===== src/rtl/base64_stream_decoder_assert.svh =====
`ifndef BASE64_STREAM_DECODER_ASSERT_SVH
`define BASE64_STREAM_DECODER_ASSERT_SVH

// Same-cycle implication, checked at every rising clock edge outside reset.
`define B64SD_ASSERT_NOW(label, clk, rst, ante, cons) \
   label: assert property (@(posedge clk) disable iff (rst) (ante) |-> (cons)) \
      else $error("assertion failed");

// Next-cycle implication, checked at every rising clock edge outside reset.
`define B64SD_ASSERT_NEXT(label, clk, rst, ante, cons) \
   label: assert property (@(posedge clk) disable iff (rst) (ante) |=> (cons)) \
      else $error("assertion failed");

`endif


===== src/rtl/b64sd_pkg.sv =====
package b64sd_pkg;

   localparam logic [7:0] CHAR_UPPER_A = 8'h41;
   localparam logic [7:0] CHAR_UPPER_Z = 8'h5A;
   localparam logic [7:0] CHAR_LOWER_A = 8'h61;
   localparam logic [7:0] CHAR_LOWER_Z = 8'h7A;
   localparam logic [7:0] CHAR_DIGIT_0 = 8'h30;
   localparam logic [7:0] CHAR_DIGIT_9 = 8'h39;
   localparam logic [7:0] CHAR_PLUS    = 8'h2B;
   localparam logic [7:0] CHAR_SLASH   = 8'h2F;
   localparam logic [7:0] CHAR_PAD     = 8'h3D;

   // Offsets that map a character code onto its sextet value.
   localparam logic [7:0] LOWER_OFFSET = 8'd71;
   localparam logic [7:0] DIGIT_OFFSET = 8'd4;
   localparam logic [5:0] SEXTET_PLUS  = 6'd62;
   localparam logic [5:0] SEXTET_SLASH = 6'd63;

   localparam logic [1:0] COUNT_ONE   = 2'd1;
   localparam logic [1:0] COUNT_TWO   = 2'd2;
   localparam logic [1:0] COUNT_THREE = 2'd3;

   typedef enum logic [1:0] {
      CHAR_SKIP,
      CHAR_DATA,
      CHAR_FLUSH
   } char_kind_type;

   typedef struct packed {
      char_kind_type kind;
      logic [5:0]    sextet;
   } char_class_type;

   typedef struct packed {
      logic [7:0] byte_first;
      logic [7:0] byte_second;
      logic [7:0] byte_third;
      logic [1:0] byte_count;
      logic       final_flush;
   } result_type;

endpackage


===== src/rtl/base64_stream_decoder.sv =====
// Base64 stream decoder: takes one character per request beat and returns, on the response
// channel, groups of one to three decoded bytes. Alphabet characters are collected four at a
// time into three bytes; '=' or a beat with end_of_data set flushes a partial group of two or
// three characters as one or two bytes with final_flush set, and any other character is
// skipped. A beat is registered on entry and decoded into the response register once that
// register is empty or its result is being accepted, so a stalled response holds the beat
// back. One beat is accepted every cycle while the response side keeps up; req_stall
// rises only when a registered beat waits behind a stalled response.
`include "base64_stream_decoder_assert.svh"

module base64_stream_decoder (
   input  logic       clock,
   input  logic       reset,
   input  logic       req_valid,
   output logic       req_stall,
   input  logic [7:0] req_char_in,
   input  logic       req_end_of_data,
   output logic       rsp_valid,
   input  logic       rsp_stall,
   output logic [7:0] rsp_byte_first,
   output logic [7:0] rsp_byte_second,
   output logic [7:0] rsp_byte_third,
   output logic [1:0] rsp_byte_count,
   output logic       rsp_final_flush
);

   logic                      in_valid_ff;
   logic                      in_valid_in;
   logic [7:0]                in_char_ff;
   logic                      in_eod_ff;
   logic                      rsp_valid_ff;
   logic                      rsp_valid_in;
   b64sd_pkg::result_type     rsp_data_ff;
   logic                      advance;
   logic                      req_take;
   logic                      res_valid;
   b64sd_pkg::result_type     result;
   b64sd_pkg::char_class_type cls;

   assign advance      = in_valid_ff && (!rsp_valid_ff || !rsp_stall);
   assign req_stall    = in_valid_ff && rsp_valid_ff && rsp_stall;
   assign req_take     = req_valid && !req_stall;
   assign in_valid_in  = req_take || (in_valid_ff && !advance);
   assign rsp_valid_in = advance ? res_valid : (rsp_valid_ff && rsp_stall);

   always_ff @(posedge clock) begin
      if (reset) begin
         in_valid_ff  <= 1'b0;
         rsp_valid_ff <= 1'b0;
      end else begin
         in_valid_ff  <= in_valid_in;
         rsp_valid_ff <= rsp_valid_in;
      end
   end

   always_ff @(posedge clock) begin
      if (req_take) begin
         in_char_ff <= req_char_in;
         in_eod_ff  <= req_end_of_data;
      end
      if (advance && res_valid) begin
         rsp_data_ff <= result;
      end
   end

   b64sd_classify u_classify (
      .char_in     (in_char_ff),
      .end_of_data (in_eod_ff),
      .cls         (cls)
   );

   b64sd_assemble u_assemble (
      .clock     (clock),
      .reset     (reset),
      .advance   (advance),
      .cls       (cls),
      .res_valid (res_valid),
      .result    (result)
   );

   assign rsp_valid       = rsp_valid_ff;
   assign rsp_byte_first  = rsp_data_ff.byte_first;
   assign rsp_byte_second = rsp_data_ff.byte_second;
   assign rsp_byte_third  = rsp_data_ff.byte_third;
   assign rsp_byte_count  = rsp_data_ff.byte_count;
   assign rsp_final_flush = rsp_data_ff.final_flush;

   `B64SD_ASSERT_NOW(a_full_group_not_flush, clock, reset, rsp_valid_ff && !rsp_data_ff.final_flush, rsp_data_ff.byte_count == b64sd_pkg::COUNT_THREE)
   `B64SD_ASSERT_NOW(a_flush_partial, clock, reset, rsp_valid_ff && rsp_data_ff.final_flush, rsp_data_ff.byte_count == b64sd_pkg::COUNT_ONE || rsp_data_ff.byte_count == b64sd_pkg::COUNT_TWO)
   `B64SD_ASSERT_NOW(a_unused_bytes_zero, clock, reset, rsp_valid_ff && rsp_data_ff.byte_count != b64sd_pkg::COUNT_THREE, rsp_data_ff.byte_third == 8'd0)
   `B64SD_ASSERT_NEXT(a_held_beat_kept, clock, reset, in_valid_ff && rsp_valid_ff && rsp_stall, in_valid_ff && rsp_valid_ff)

endmodule


===== src/rtl/b64sd_classify.sv =====
module b64sd_classify (
   input  logic [7:0]               char_in,
   input  logic                     end_of_data,
   output b64sd_pkg::char_class_type cls
);

   always_comb begin
      cls.kind   = b64sd_pkg::CHAR_SKIP;
      cls.sextet = 6'd0;
      if (end_of_data || char_in == b64sd_pkg::CHAR_PAD) begin
         cls.kind = b64sd_pkg::CHAR_FLUSH;
      end else if (char_in inside {[b64sd_pkg::CHAR_UPPER_A:b64sd_pkg::CHAR_UPPER_Z]}) begin
         cls.kind   = b64sd_pkg::CHAR_DATA;
         cls.sextet = 6'(char_in - b64sd_pkg::CHAR_UPPER_A);
      end else if (char_in inside {[b64sd_pkg::CHAR_LOWER_A:b64sd_pkg::CHAR_LOWER_Z]}) begin
         cls.kind   = b64sd_pkg::CHAR_DATA;
         cls.sextet = 6'(char_in - b64sd_pkg::LOWER_OFFSET);
      end else if (char_in inside {[b64sd_pkg::CHAR_DIGIT_0:b64sd_pkg::CHAR_DIGIT_9]}) begin
         cls.kind   = b64sd_pkg::CHAR_DATA;
         cls.sextet = 6'(char_in + b64sd_pkg::DIGIT_OFFSET);
      end else if (char_in == b64sd_pkg::CHAR_PLUS) begin
         cls.kind   = b64sd_pkg::CHAR_DATA;
         cls.sextet = b64sd_pkg::SEXTET_PLUS;
      end else if (char_in == b64sd_pkg::CHAR_SLASH) begin
         cls.kind   = b64sd_pkg::CHAR_DATA;
         cls.sextet = b64sd_pkg::SEXTET_SLASH;
      end
   end

endmodule


===== src/rtl/b64sd_assemble.sv =====
module b64sd_assemble (
   input  logic                      clock,
   input  logic                      reset,
   input  logic                      advance,
   input  b64sd_pkg::char_class_type cls,
   output logic                      res_valid,
   output b64sd_pkg::result_type     result
);

   logic [7:0] asm_ff [3];
   logic [7:0] asm_in [3];
   logic [1:0] pend_ff;
   logic [1:0] pend_in;

   always_ff @(posedge clock) begin
      if (reset) begin
         pend_ff   <= 2'd0;
         asm_ff[0] <= 8'd0;
         asm_ff[1] <= 8'd0;
         asm_ff[2] <= 8'd0;
      end else if (advance) begin
         pend_ff   <= pend_in;
         asm_ff[0] <= asm_in[0];
         asm_ff[1] <= asm_in[1];
         asm_ff[2] <= asm_in[2];
      end
   end

   always_comb begin
      asm_in    = asm_ff;
      pend_in   = pend_ff;
      res_valid = 1'b0;
      result    = '0;
      case (cls.kind)
         b64sd_pkg::CHAR_FLUSH: begin
            pend_in = 2'd0;
            if (pend_ff == 2'd2) begin
               res_valid          = 1'b1;
               result.byte_first  = asm_ff[0];
               result.byte_count  = b64sd_pkg::COUNT_ONE;
               result.final_flush = 1'b1;
            end else if (pend_ff == 2'd3) begin
               res_valid          = 1'b1;
               result.byte_first  = asm_ff[0];
               result.byte_second = asm_ff[1];
               result.byte_count  = b64sd_pkg::COUNT_TWO;
               result.final_flush = 1'b1;
            end
         end
         b64sd_pkg::CHAR_DATA: begin
            case (pend_ff)
               2'd0: begin
                  asm_in[0] = {cls.sextet, 2'b00};
                  pend_in   = 2'd1;
               end
               2'd1: begin
                  asm_in[0] = asm_ff[0] | {6'd0, cls.sextet[5:4]};
                  asm_in[1] = {cls.sextet[3:0], 4'd0};
                  pend_in   = 2'd2;
               end
               2'd2: begin
                  asm_in[1] = asm_ff[1] | {4'd0, cls.sextet[5:2]};
                  asm_in[2] = {cls.sextet[1:0], 6'd0};
                  pend_in   = 2'd3;
               end
               default: begin
                  asm_in[2]          = asm_ff[2] | {2'd0, cls.sextet};
                  pend_in            = 2'd0;
                  res_valid          = 1'b1;
                  result.byte_first  = asm_ff[0];
                  result.byte_second = asm_ff[1];
                  result.byte_third  = asm_ff[2] | {2'd0, cls.sextet};
                  result.byte_count  = b64sd_pkg::COUNT_THREE;
                  result.final_flush = 1'b0;
               end
            endcase
         end
         default: begin
         end
      endcase
   end

endmodule


===== config.mk =====
export PLATFORM = sky130hd
export DESIGN_NAME = base64_stream_decoder
export DESIGN_NICKNAME = d
export VERILOG_FILES = /design/src/rtl/b64sd_pkg.sv /design/src/rtl/base64_stream_decoder.sv /design/src/rtl/b64sd_classify.sv /design/src/rtl/b64sd_assemble.sv
export VERILOG_INCLUDE_DIRS = /design/src /design/src/rtl
export SDC_FILE = /design/constraint.sdc
export NUM_CORES = 1
export LEC_CHECK = 0
export BUFFER_PORTS_ARGS = -buffer_cell sky130_fd_sc_hd__buf_4
export CORE_ASPECT_RATIO = 1.25
export CORE_MARGIN = 2
export CORE_UTILIZATION = 61
export DETAILED_ROUTE_END_ITERATION = 8
export PLACE_DENSITY = 0.87
export SYNTH_ARGS = -nofsm -noshare
export SYNTH_HDL_FRONTEND = slang
export SYNTH_SLANG_ARGS = --single-unit

===== constraint.sdc =====
create_clock -name clock -period 5.5 [get_ports clock]
set_clock_uncertainty 0.2 [all_clocks]
set_input_delay 1.1 -clock clock [delete_from_list [all_inputs] [get_ports clock]]
set_output_delay 1.1 -clock clock [all_outputs]
set_load 0.03 [all_outputs]

==> run_results.csv <==
group,metric,value,unit
clocking,ctsHoldBuffers,0,
flow_run,cap_violations,0,
clocking,cts_tree,"done",
setup_path,end_kind,"register",
clocking,clk_pin_slew_worst_paths,70,ps
synth,avgSynthCellArea,11.14,µm²
global_route,grt_use_total,25.06,%
layout,drive_above_1_share,20.94,%
routing,post_drt_wl_per_cell,16.91,µm
power,ir_worst_vdd,0.0001797,V
run_status,outcome,"complete, no violations",
placed_design,gp_congestion,0.9102,
synth,synth_edf_count,36,
layout,insertedDiodeCount,0,
timing,fin_ws,1696,ps
clocking,clk_latency,350,ps
setup_path,cpMaxStageDelayCell,"and2_1",
power,p_leak,1.326,nW
setup_path,crit_required,5260,ps
routing,drt_first_pass_iters,4,
hold_path,hp-class,"reg2reg",
setup_path,crit_type,"reg2reg",
timing,fin_crit,3804,ps
setup_path,critPathTopFamily,"compound AO/OA/AOI/OAI gates",
clocking,postCtsSetupBuffers,0,
power,powerDensity,259.7,nW/µm²
synth,synth_fp_nets,302,
setup_path,cp.depth,8,
timing,setup_violations,0,
setup_path,critPathMaxFanout,27,
setup_path,cpMostUsedCell,"a21oi_1",
global_route,grt_pass1_wl,10.31,mm
timing,slew_headroom,21.63,%
global_route,antenna_found_initial,0,
global_route,grt-ovfl-total,0,
floorplan,start_util,63.81,%
clocking,clock_sinks,64,
power,design_power_total,0.9222,mW
routing,drt_wl_total,6.427,mm
routing,via_per_inst,5.945,
floorplan,core,4765,µm²
layout,fin_nets,344,
synth,async_reset_ff_share,0,%
synth,synth.distinct_cells,50,
floorplan,die_w,67.15,µm
setup_path,crit_buf_inv,1,
clocking,numCtsBuffers,9,
routing,drc,0,
floorplan,die_y,82.94,µm
setup_path,critPathArrivalTime,3560,ps
clocking,ctsResizeCount,0,
routing,num_vias,2259,
layout,syn2layout_area_growth,16.79,%
clocking,root_buffer,"clkbuf_8",
routing,drtAntennaViolNets,0,
synth,synth_seq_cells,64,
setup_path,start_kind,"register",
routing,drtIter0Drc,246,
synth,synth_area,3040,µm²
floorplan,row_count,28,
timing,finalCritPeriodShare,69.17,%
timing,hold_viol,0,
global_route,grt_max_degree,28,
synth,ys_warn_count,0,
setup_path,critical-path-max-stage-delay,940,ps
clocking,cts_buffer_depth,2,
timing,slew_viol_final,0,
setup_path,path_cells,"inv_2, ha_1, a21oi_1, a41oi_2, a221o_1, a21oi_1, a21o_1, and2_1",
synth,ys_seq_area_share,53.99,%
placed_design,dp_slack,1696,ps
timing,worst_slew_pin_slew,1176,ps
placed_design,hpwl,4.514,mm
timing,fmax,262.9,MHz
timing,rsz0062_at_grt,"false",
global_route,grt_pass1_vias,2186,
timing,fin_tns_setup,0,ps
synth,synthCells,273,
synth,synth_ff_type,"edfxtp_1",
clocking,h-tree-depth,3,
placed_design,port_buffers,41,
floorplan,dieArea,5569,µm²
hold_path,holdPathStages,2,
setup_path,reg2reg_depth,8,
floorplan,io_pins,42,
## metrics by stage
stage | cell area (µm²) | util [%] | hold slack [ps] | std cells
after floorplan | 3040 | - | 229.0 | 273
after global placement | 3379 | 70.93 | 238.3 | 364
after detailed placement | 3379 | 70.93 | 255.8 | 364
after CTS | 3551 | 74.53 | 274.5 | 380
after global routing | 3551 | 74.53 | 291.7 | 380
final | 3551 | 74.53 | 275.9 | 380
## cell type report
| class | instances | area, µm² |
|---|---|---|
| Multi-Input combinational cell | 190 | 1321 |
| Clock inverter | 7 | 47.55 |
| Timing Repair Buffer | 41 | 307.8 |
| Inverter | 9 | 33.78 |
| Fill cell | 346 | 1214 |
| Sequential cell | 64 | 1642 |
| Tap cell | 60 | 75.07 |
| Clock buffer | 9 | 123.9 |
## layer usage
layer | routed length, µm | GRT usage [%]
met5 | 0 | 0
met4 | 206 | 13.17
met3 | 463 | 5.420
met2 | 3247 | 41.31
met1 | 2510 | 29.83
## worst reg2reg max path, stage by stage (launching register included)
cell      delay, ps
edfxtp_1        600
inv_2           120
ha_1            270
a21oi_1         190
a41oi_2          80
a221o_1         440
a21oi_1         280
a21o_1          290
and2_1          950
## synthesized netlist by cell type, types with 2 or more instances
cell,count,share of area [%]
a21boi_0,3,0.74
a21o_1,3,0.74
a21oi_1,21,3.5
a221o_1,2,0.66
a22oi_1,10,2.5
a31o_2,2,0.58
a31oi_1,3,0.62
and2_1,15,3.1
and3b_1,2,0.58
buf_2,5,0.82
clkbuf_1,5,0.62
dfxtp_1,28,18
edfxtp_1,36,36
ha_1,16,6.6
inv_1,8,0.99
mux2i_1,2,0.66
nand2_1,13,1.6
nand2b_1,4,0.82
nand3_1,6,0.99
nand3b_1,2,0.49
nand4b_1,2,0.58
nor2_1,34,4.2
nor2b_1,13,2.7
nor4_1,3,0.62
o21a_1,4,0.99
o21ai_0,2,0.33
o22ai_1,2,0.41
o41ai_1,2,0.58
xnor2_1,4,1.2
## flip-flops by register name, indices dropped and copies added (netlist names)
signal / count
rsp_final_flush: 1
rsp_byte_first: 8
u_assemble.asm_ff: 24
rsp_byte_second: 8
rsp_byte_count: 2
in_valid_ff: 1
u_assemble.pend_ff: 2
rsp_byte_third: 8
rsp_valid: 1
in_char_ff: 8
in_eod_ff: 1
## layout by cell type, fill, tap and decap left out, types with 3 or more instances in the layout
master | netlist | final
nor2b_1 | 13 | 13
xnor2_1 | 4 | 4
nand2b_1 | 4 | 4
buf_4 | 0 | 41
nor4_1 | 3 | 3
a21boi_0 | 3 | 3
a21oi_1 | 21 | 21
nor2_1 | 34 | 34
a21o_1 | 3 | 3
a22oi_1 | 10 | 10
and2_1 | 15 | 15
ha_1 | 16 | 16
nand3_1 | 6 | 6
o21a_1 | 4 | 4
nand2_1 | 13 | 13
clkinv_2 | 0 | 3
a31oi_1 | 3 | 3
dfxtp_1 | 28 | 28
edfxtp_1 | 36 | 36
clkbuf_8 | 0 | 9
inv_1 | 8 | 8
## worst paths after layout
path,startpoint,slack [ps],end
worst max-delay path,in_char_ff[2],1700,rsp_byte_second[0]
worst min register to register,u_assemble.asm_ff[10],280,u_assemble.asm_ff[10]
worst max register to register,in_char_ff[2],1700,rsp_byte_second[0]
worst min-delay path,u_assemble.asm_ff[10],280,u_assemble.asm_ff[10]
## power breakdown
group	switching, mW	internal (mW)	leakage, nW
clock network	0.184	0.163	0.0854
registers	0.00786	0.506	0.557
logic	0.0370	0.0246	0.684
## cell families (layout without fill, tap and decap cells)
logic type | count (synthesis) | in the layout | share of synthesized area, %
xor+xnor | 5 | 5 | 1.440
simple gates | 99 | 99 | 17.08
fa+ha+maj | 16 | 16 | 6.584
mux | 2 | 2 | 0.6585
flops | 64 | 64 | 53.99
buf+inv | 19 | 66 | 2.551
compound gates | 68 | 68 | 17.70
Note: power is estimated with default switching activity, not from simulation.
